==> config.mk <==
export PLATFORM = sky130hd
export DESIGN_NAME = infix_to_postfix_converter_top
export DESIGN_NICKNAME = d
export VERILOG_FILES = /design/src/design/i2p_pkg.sv /design/src/design/i2p_stack.sv /design/src/design/infix_to_postfix_converter_top.sv
export VERILOG_INCLUDE_DIRS = /design/src /design/src/design
export SDC_FILE = /design/constraint.sdc
export NUM_CORES = 1
export LEC_CHECK = 0
export BUFFER_PORTS_ARGS = -buffer_cell sky130_fd_sc_hd__buf_2
export CORE_MARGIN = 10
export CORE_UTILIZATION = 50
export CTS_CLUSTER_DIAMETER = 40
export CTS_CLUSTER_SIZE = 20
export DETAILED_ROUTE_END_ITERATION = 16
export GPL_TIMING_DRIVEN = 1
export HOLD_SLACK_MARGIN = 0.1
export PLACE_DENSITY = 0.73
export REMOVE_ABC_BUFFERS = 1
export SLEW_MARGIN = 20
export SYNTH_ARGS = -nofsm -noshare
export SYNTH_HDL_FRONTEND = slang
export SYNTH_SLANG_ARGS = --single-unit
==> constraint.sdc <==
create_clock -name clk -period 6.7 [get_ports clk]
set_clock_uncertainty 0.1 [all_clocks]
set_input_delay 0 -clock clk [delete_from_list [all_inputs] [get_ports clk]]
set_output_delay 0 -clock clk [all_outputs]
set_load 0.02 [all_outputs]
==> src/design/assert_macros.svh <==
// Assertion helper macros for the RTL.
// No dependencies.
`ifndef ASSERT_MACROS_SVH
`define ASSERT_MACROS_SVH

// Clocked assertion, disabled while reset is asserted.
`define ASSERT_CLK(lbl, clk, rst_n, prop, msg) \
  lbl: assert property (@(posedge clk) disable iff (!rst_n) prop) else $error(msg);

// Clocked assertion that also holds during reset.
`define ASSERT_ALWAYS(lbl, clk, prop, msg) \
  lbl: assert property (@(posedge clk) prop) else $error(msg);

`endif

==> src/design/i2p_pkg.sv <==
// Types, character codes and helpers for the infix to postfix converter.
// No dependencies.
package i2p_pkg;

  localparam logic [7:0] CH_POW   = 8'h5E; // '^'
  localparam logic [7:0] CH_MUL   = 8'h2A; // '*'
  localparam logic [7:0] CH_DIV   = 8'h2F; // '/'
  localparam logic [7:0] CH_ADD   = 8'h2B; // '+'
  localparam logic [7:0] CH_SUB   = 8'h2D; // '-'
  localparam logic [7:0] CH_LPAR  = 8'h28; // '('
  localparam logic [7:0] CH_RPAR  = 8'h29; // ')'
  localparam logic [7:0] CH_0     = 8'h30;
  localparam logic [7:0] CH_9     = 8'h39;
  localparam logic [7:0] CH_UA    = 8'h41;
  localparam logic [7:0] CH_UZ    = 8'h5A;
  localparam logic [7:0] CH_LA    = 8'h61;
  localparam logic [7:0] CH_LZ    = 8'h7A;

  typedef struct packed {
    logic [7:0] symbol;
    logic       last_symbol;
  } in_item_t;

  typedef struct packed {
    logic [7:0] out_symbol;
    logic       symbol_valid;
    logic       end_of_output;
    logic       stack_overflow;
  } out_item_t;

  typedef struct packed {
    logic       push;
    logic       pop;
    logic [7:0] data;
  } stack_cmd_t;

  typedef enum logic [1:0] {
    S_IDLE,
    S_CHAR,
    S_FLUSH,
    S_DONE
  } conv_state_t;

  function automatic logic [1:0] prec_of(input logic [7:0] c);
    logic [1:0] p;
    if (c == CH_POW) p = 2'd3;
    else if (c == CH_MUL || c == CH_DIV) p = 2'd2;
    else if (c == CH_ADD || c == CH_SUB) p = 2'd1;
    else p = 2'd0;
    return p;
  endfunction

  function automatic logic is_operand(input logic [7:0] c);
    return (c >= CH_0 && c <= CH_9) || (c >= CH_UA && c <= CH_UZ) ||
           (c >= CH_LA && c <= CH_LZ);
  endfunction

endpackage

==> src/design/i2p_stack.sv <==
// Operator stack: synchronous memory, entry count and registered top of stack.
// Depends on i2p_pkg (stack_cmd_t).
module i2p_stack import i2p_pkg::*; #(
  parameter int DEPTH = 32
) (
  input  logic                       clk,
  input  logic                       rst_n,
  input  stack_cmd_t                 cmd,
  output logic [$clog2(DEPTH+1)-1:0] count,
  output logic [7:0]                 top
);

  localparam int AW = $clog2(DEPTH);
  localparam int CW = $clog2(DEPTH + 1);

  logic [7:0]    mem [DEPTH];
  logic [CW-1:0] cnt_r;
  logic [CW-1:0] cnt_nxt;
  logic [7:0]    top_r;
  logic [AW-1:0] wr_addr;
  logic [AW-1:0] rd_addr;
  logic [CW-1:0] rd_full;

  always_comb begin
    cnt_nxt = cnt_r;
    if (cmd.push) begin
      cnt_nxt = cnt_r + CW'(1);
    end else if (cmd.pop) begin
      cnt_nxt = cnt_r - CW'(1);
    end
    wr_addr = cnt_r[AW-1:0];
    rd_full = cnt_nxt - CW'(1);
    rd_addr = rd_full[AW-1:0];
  end

  always_ff @(posedge clk) begin
    if (!rst_n) begin
      cnt_r <= '0;
    end else begin
      cnt_r <= cnt_nxt;
    end
  end

  always_ff @(posedge clk) begin
    if (cmd.push) begin
      mem[wr_addr] <= cmd.data;
    end
  end

  // Top tracks the entry below the next count; forward a same-cycle push.
  always_ff @(posedge clk) begin
    if (cmd.push && wr_addr == rd_addr) begin
      top_r <= cmd.data;
    end else begin
      top_r <= mem[rd_addr];
    end
  end

  assign count = cnt_r;
  assign top   = top_r;

endmodule

==> src/design/infix_to_postfix_converter_top.sv <==
// Infix to postfix converter (shunting-yard) with an operator stack in memory.
// Sequence: an item passes S_IDLE, S_CHAR and S_DONE, staying in S_CHAR while it pops stack entries;
// the last item of an expression also passes S_FLUSH, which pops the rest and ends on seeing the empty
// stack. The stack memory gives one entry per cycle while the output is not stalled; output stalls hold
// the pops. Items are taken one at a time; a new character is accepted only in S_IDLE.
// Reset (rst_n, synchronous, active low) empties the stack and the output register;
// stack memory contents are not cleared.
`include "assert_macros.svh"
module infix_to_postfix_converter_top import i2p_pkg::*; #(
  parameter int STACK_DEPTH = 32
) (
  input  logic      clk,
  input  logic      rst_n,
  input  logic      in_valid,
  output logic      in_ready,
  input  in_item_t  in_data,
  output logic      out_valid,
  input  logic      out_ready,
  output out_item_t out_data
);

  localparam int CW = $clog2(STACK_DEPTH + 1);

  conv_state_t   state_r, state_nxt, after_char;
  logic [7:0]    c_r;
  logic          last_r;
  logic          drop_r;
  logic          hold_v_r, hold_v_nxt;
  logic [7:0]    hold_sym_r, hold_sym_nxt;
  logic          out_valid_r, out_valid_nxt;
  out_item_t     out_data_r, out_data_nxt;
  logic          out_load;
  logic          out_free;
  logic          can_gen;
  logic          gen;
  logic [7:0]    gen_sym;
  logic          accept;
  logic          drop_now;
  stack_cmd_t    stk_cmd;
  logic [CW-1:0] stk_cnt;
  logic [7:0]    stk_top;

  i2p_stack #(.DEPTH(STACK_DEPTH)) u_stack (
    .clk   (clk),
    .rst_n (rst_n),
    .cmd   (stk_cmd),
    .count (stk_cnt),
    .top   (stk_top)
  );

  assign in_ready = (state_r == S_IDLE);
  assign accept   = in_valid && in_ready;
  assign out_free = !out_valid_r || out_ready;
  assign can_gen  = !hold_v_r || out_free;
  assign after_char = last_r ? S_FLUSH : S_DONE;

  // A push is dropped only when the stack is full and nothing gets popped first.
  assign drop_now = !is_operand(in_data.symbol) && (in_data.symbol != CH_RPAR) &&
                    (stk_cnt == CW'(STACK_DEPTH)) &&
                    ((in_data.symbol == CH_LPAR) ||
                     (prec_of(stk_top) < prec_of(in_data.symbol)));

  always_comb begin
    state_nxt    = state_r;
    gen          = 1'b0;
    gen_sym      = stk_top;
    stk_cmd.push = 1'b0;
    stk_cmd.pop  = 1'b0;
    stk_cmd.data = c_r;
    out_load     = 1'b0;
    out_data_nxt = out_data_r;
    hold_v_nxt   = hold_v_r;
    hold_sym_nxt = hold_sym_r;

    case (state_r)
      S_IDLE: begin
        if (in_valid) begin
          state_nxt = S_CHAR;
        end
      end
      S_CHAR: begin
        if (is_operand(c_r)) begin
          if (can_gen) begin
            gen       = 1'b1;
            gen_sym   = c_r;
            state_nxt = after_char;
          end
        end else if (c_r == CH_LPAR) begin
          stk_cmd.push = !drop_r;
          state_nxt    = after_char;
        end else if (c_r == CH_RPAR) begin
          if (stk_cnt != '0 && stk_top != CH_LPAR) begin
            if (can_gen) begin
              gen         = 1'b1;
              stk_cmd.pop = 1'b1;
            end
          end else begin
            // discard the matching '(' if there is one
            stk_cmd.pop = (stk_cnt != '0);
            state_nxt   = after_char;
          end
        end else begin
          if (stk_cnt != '0 && prec_of(stk_top) >= prec_of(c_r)) begin
            if (can_gen) begin
              gen         = 1'b1;
              stk_cmd.pop = 1'b1;
            end
          end else begin
            stk_cmd.push = !drop_r;
            state_nxt    = after_char;
          end
        end
      end
      S_FLUSH: begin
        if (stk_cnt != '0) begin
          if (can_gen) begin
            gen         = 1'b1;
            stk_cmd.pop = 1'b1;
          end
        end else begin
          state_nxt = S_DONE;
        end
      end
      S_DONE: begin
        // Held result goes out last so it can carry the end mark.
        if (hold_v_r || last_r || drop_r) begin
          if (out_free) begin
            out_load     = 1'b1;
            out_data_nxt = '{out_symbol:     hold_v_r ? hold_sym_r : 8'h00,
                             symbol_valid:   hold_v_r,
                             end_of_output:  last_r,
                             stack_overflow: drop_r};
            hold_v_nxt   = 1'b0;
            state_nxt    = S_IDLE;
          end
        end else begin
          state_nxt = S_IDLE;
        end
      end
      default: begin
        state_nxt = S_IDLE;
      end
    endcase

    if (gen) begin
      if (hold_v_r) begin
        out_load     = 1'b1;
        out_data_nxt = '{out_symbol:     hold_sym_r,
                         symbol_valid:   1'b1,
                         end_of_output:  1'b0,
                         stack_overflow: drop_r};
      end
      hold_v_nxt   = 1'b1;
      hold_sym_nxt = gen_sym;
    end

    out_valid_nxt = out_load ? 1'b1 : (out_ready ? 1'b0 : out_valid_r);
  end

  always_ff @(posedge clk) begin
    if (!rst_n) begin
      state_r     <= S_IDLE;
      hold_v_r    <= 1'b0;
      out_valid_r <= 1'b0;
    end else begin
      state_r     <= state_nxt;
      hold_v_r    <= hold_v_nxt;
      out_valid_r <= out_valid_nxt;
    end
  end

  always_ff @(posedge clk) begin
    hold_sym_r <= hold_sym_nxt;
    out_data_r <= out_data_nxt;
    if (accept) begin
      c_r    <= in_data.symbol;
      last_r <= in_data.last_symbol;
      drop_r <= drop_now;
    end
  end

  assign out_valid = out_valid_r;
  assign out_data  = out_data_r;

  `ASSERT_CLK(a_cnt_bound, clk, rst_n, stk_cnt <= CW'(STACK_DEPTH), "stack count above depth")
  `ASSERT_CLK(a_marker_zero, clk, rst_n, (out_valid && !out_data.symbol_valid) |-> (out_data.out_symbol == 8'h00), "marker carries a symbol")
  `ASSERT_CLK(a_idle_no_hold, clk, rst_n, (state_r == S_IDLE) |-> !hold_v_r, "held result left behind")
  `ASSERT_CLK(a_push_not_full, clk, rst_n, stk_cmd.push |-> (stk_cnt != CW'(STACK_DEPTH)), "push onto full stack")

endmodule
==> Word-level counts from Yosys, hierarchy flattened <==
Memories as Yosys holds them, arrays and structs flattened. A register that Yosys moved wholly into a read port is not among the register bits.
Index checks and enable logic that the tools add are counted.
{ "op_classes": {"n_addsub": 3, "magnitude_cmp": 14, "n_eq_ne": 30, "n_mux": 70, "n_reduce_logical": 39} }
{ "op_table": {"columns": ["op", "count"], "rows": [
  ["8-bit by 6-bit equality test with 1-bit output, second input constant", 15],
  ["11-bit two-way mux", 5],
  ["2-bit two-way mux", 25],
  ["8-bit by 7-bit >= comparator with 1-bit output, second input constant", 4],
  ["8-bit by 7-bit less-or-equal comparator with 1-bit output, second input constant", 4],
  ["8-bit two-way mux", 4],
  ["1-bit two-way mux", 31],
  ["8-bit by 7-bit equality test with 1-bit output, second input constant", 3],
  ["8-bit by 6-bit >= comparator with 1-bit output, second input constant", 2],
  ["8-bit by 6-bit less-or-equal comparator with 1-bit output, second input constant", 2],
  ["8-bit by 6-bit inequality test with 1-bit output, second input constant", 2],
  ["1-bit logical OR", 15],
  ["1-bit logical AND", 12],
  ["6-bit two-way mux", 2],
  ["5-bit inequality test, second input constant", 2],
  ["2-bit case mux with 4 select lines", 1],
  ["2-bit nonzero test", 4],
  ["6-bit by 1-bit adder with 6-bit output, second input constant", 1],
  ["6-bit equality test, second input constant", 1],
  ["3-bit inequality test, second input constant", 2],
  ["6-bit AND reduction", 1],
  ["6-bit nonzero test", 1],
  ["6-bit by 1-bit subtractor with 6-bit output, second input constant", 1],
  ["5-bit by 1-bit subtractor with 5-bit output, second input constant", 1],
  ["9 further kinds", 15]
]} }
{ "totals": {"regBits": 39, "mem_bits_rw": 256, "output_inout_bits": 13, "wordCells": 169, "memories": 1} }
{ "memory_table": {"columns": ["memory", "words", "word_bits", "rd", "rd_ports_with_merged_regs", "write_ports", "line", "text"], "rows": [
  ["u_stack.mem", 32, 8, 1, 1, 1, "i2p_stack.sv:16", "logic [7:0] mem [DEPTH];"]
]} }

==> Longest topological paths before layout <==
{ "logic_depth": {"depth_word": 19, "mapped_depth": 26} }

==> Cells and area by module <==
From an unflattened synthesis, not the netlist that was laid out.
{ "hier_totals": {"hier_cells": 666, "hier_area_um2": 12439.4} }
{ "modules_own_cells": {"columns": ["mod", "instances", "cells_per_inst", "area_each_um2"], "rows": [
  ["i2p_stack", 1, 470, 10452.5],
  ["infix_to_postfix_converter_top", 1, 196, 1986.9]
]} }

==> Worst setup path after synthesis <==
OpenSTA, ideal clock, no wires.
{ "synth_timing": {"path_type": "register to register", "from": "register with a tool-made name", "to": "memory u_stack.mem[10][0], enable pin", "t_arrival_ns": 4.887, "required_time_ns": 6.217, "path_slack_ns": 1.329, "path_stages_with_launch": 19, "cell_sequence": "dfxtp_1 buf_6 buf_12 buf_12 mux4_1 mux4_2 mux2i_1 and2_1 o211ai_1 nor4bb_1 a32oi_1 ha_1 nand2b_1 a21oi_1 nor2_1 a211oi_1 clkbuf_1 nand2_1 nor3_1"} }
{ "synth_lines": {"columns": ["item", "line"], "rows": [
  ["end: declaration", "i2p_stack.sv:16"]
]} }

==> flow_summary.json <==
{
  "status": "complete, no violations",
  "preCtsSetupSlack_ns": 0.6933,
  "fin_tns_setup_ns": 0,
  "slew_headroom_pct": 34.01,
  "gp_congestion": 0.9010,
  "numCtsBuffers": 34,
  "worst_setup_path_end_kind": "flop",
  "n_antenna_cell": 0,
  "vdd_drop_max_mv": 0.2405,
  "drt-wirelength-per-cell_um": 24.19,
  "die_h_um": 179.1,
  "power_leakage_uw": 0.005117,
  "syn_area_sq_mm": 0.01266,
  "wl_um": 28790,
  "cts_sinks": 300,
  "max-cap-violations": 0,
  "path_clk_slew_ns": 0.06,
  "cts_tree": "done",
  "cp-start-kind": "flop",
  "synth_cells": 757,
  "max_freq_ghz": 0.1652,
  "max_slew.worst_pin.slew_ns": 0.9760,
  "crit_arrival_ns": 6.36,
  "cts_root_buf": "clkbuf_16",
  "grt_overflow": 0,
  "placed_area_sq_mm": 0.01326,
  "fin_crit_ns": 6.054,
  "viasPerCell": 6.042,
  "grt_pass1_vias": 7206,
  "grt_max_degree": 46,
  "syn_area_per_cell_sq_um": 16.73,
  "drc": 0,
  "portBuffers": 25,
  "seqCellArea_sq_mm": 0.008753,
  "synth_seq_area_share_pct": 69.10,
  "dp_hpwl_um": 18500,
  "initial_utilization_pct": 50.57,
  "drt_iter0_markers": 737,
  "synth_edf_count": 274,
  "core_area_sq_mm": 0.02504,
  "fill_cells": 1872,
  "crit_required_ns": 7.00,
  "dp_cells": 1116,
  "synth_seq_cells": 300,
  "yosys_warnings": 0,
  "hold_class": "primary input to flop",
  "htreeDepth": 2,
  "multi_input_area_sq_mm": 0.003600,
  "detail-route-antenna-nets": 0,
  "finalNonFillerCells": 1190,
  "finish.utilization_pct": 57.95,
  "cp_max_fo": 45,
  "fin_area_sq_mm": 0.01451,
  "grt_first_pass_wirelength_um": 44130,
  "insertion_delay_ns": 0.52,
  "synthArstFlopShare_pct": 0,
  "hold_violations": 0,
  "io_pins": 26,
  "ctsLongestPathBuffers": 3,
  "layout_setup_ws_ns": 0.6455,
  "core.rowCount": 58,
  "dr_total_vias": 7190,
  "area_growth_pct": 14.59,
  "finalMaxSlewViolations": 0,
  "nets": 861,
  "layout-drive-gt1-share_pct": 21.05,
  "antenna_found_initial": 0,
  "dr.pass1.iters": 5,
  "synth_ff_type": "edfxtp_1",
  "fin_crit_sh_pct": 90.37,
  "post_cts_resized": 0,
  "grt_usage_pct": 18.20,
  "rsz0062_at_grt": "false",
  "die_w_um": 179.1,
  "dieArea_sq_mm": 0.03209,
  "setup_viol": 0,
  "power_density_mw_per_mm2": 383.1,
  "synth_cell_types": 72,
  "setup.worst_path.class": "flop to flop"
}
## cells in the final DEF, fill, tap and decap left out, types with 4 or more instances in the layout
cell             n
dfxtp_1         24
a21oi_1         14
clkbuf_16       35
buf_4           38
o21ai_0         14
nor3_1          16
nand2b_1         6
nor2_1          49
ha_1            13
mux2_2           8
or3_1            6
nand2_1         33
inv_1           20
buf_2           25
nor2b_1         12
mux2i_1         47
xnor2_1          6
nand3_1         19
a211oi_1         4
inv_6            9
mux4_1          13
edfxtp_1       274
dlygate4sd3_1   13
a22oi_1         14
clkinvlp_4       4
mux4_2          36
o211ai_1         4
a22o_1           8
nand4_1          5
and2_1           5
nor4_1           4
## synth_stat cells, types with 11 or more instances
master	number	area share [%]
nor2_1	49	1.5
inv_1	20	0.59
mux4_1	13	2.7
o21ai_0	14	0.55
clkbuf_1	11	0.33
ha_1	13	1.3
mux2i_1	47	3.7
dfxtp_1	26	4.1
edfxtp_1	274	65
nand2_1	33	0.98
nor3_1	16	0.63
nand3_1	19	0.75
a22oi_1	14	0.83
nor2b_1	12	0.59
a21oi_1	14	0.55
buf_2	11	0.43
mux4_2	36	6.4
## worst paths after layout
check	startpoint	end	slack [ns]	cells past startpoint
min	in_data[5]	c_r[4]	0.13	2
min reg2reg	hold_sym_r[5]	out_data[8]	0.36	1
max	flop	flop	0.65	19
max reg2reg	flop	flop	0.65	19
## critical path: stages, from the launching register on
cell	delay, ns
dfxtp_4	0.88
buf_4	0.36
mux4_2	0.54
mux2i_1	0.22
nor2_1	0.07
or4_1	0.55
nor4bb_1	0.46
a32oi_1	0.17
ha_1	0.32
nand2b_1	0.14
a21oi_1	0.20
nor2_1	0.11
a211oi_1	0.26
buf_4	0.23
nand2_1	0.30
o211ai_1	0.19
o21ai_0	0.12
a311oi_2	0.35
o211ai_1	0.17
xnor2_1	0.15
## power breakdown
group	switching (uW)	total (uW)	internal (uW)
clock network	797	1830	1030
logic	799	1350	556
registers	139	2370	2230
## per-stage QoR
step / power, uW / hold WS (ns)
final: 5558 / 0.1295
after global routing: 5778 / 0.1461
after CTS: 5577 / 0.1186
after detailed placement: 3750 / 0.07855
after global placement: 3727 / 0.07688
after floorplan: 3305 / -0.001131
## logic make-up after synthesis
logic type | synth area share, %
flip-flops | 69.10
AND/OR/NAND/NOR | 7.392
multiplexers | 13.53
AO/OA/AOI/OAI | 5.604
buffers and inverters | 2.471
adder cells (fa/ha/maj) | 1.285
XOR/XNOR | 0.6226
## sequential cells by signal, indices dropped and copies added, names as in the netlist, named ones only
name / cells
out_data: 11
u_stack.mem: 256
u_stack.count: 6
drop_r: 1
hold_sym_r: 8
state_r: 2
hold_v_r: 1
c_r: 8
out_valid: 1
last_r: 1
## per-layer routing
| layer | up-vias | global-route usage, % | share of wire (%) |
|---|---|---|---|
| li1 | 3188 | - | - |
| met2 | 323 | 29.20 | 48 |
| met1 | 3634 | 25.11 | 42 |
| met5 | - | 0 | 0 |
| met4 | 0 | 4.783 | 1.8 |
| met3 | 45 | 3.454 | 7.7 |
## final cells by class
cell class	count	share of cell area, %
clock buffers	38	6.115
clock inverters	23	1.621
inverters	21	0.5433
multi-input cells	402	24.81
flip-flops and latches	300	60.34
well taps	330	2.846
repair buffers	76	3.726
## repair_timing
item                                   CTS  global route
hold buffers                            13             0
setup buffers                            0             0
endpoints found under the hold margin   33             0
Note: power is estimated with default switching activity, not from simulation.
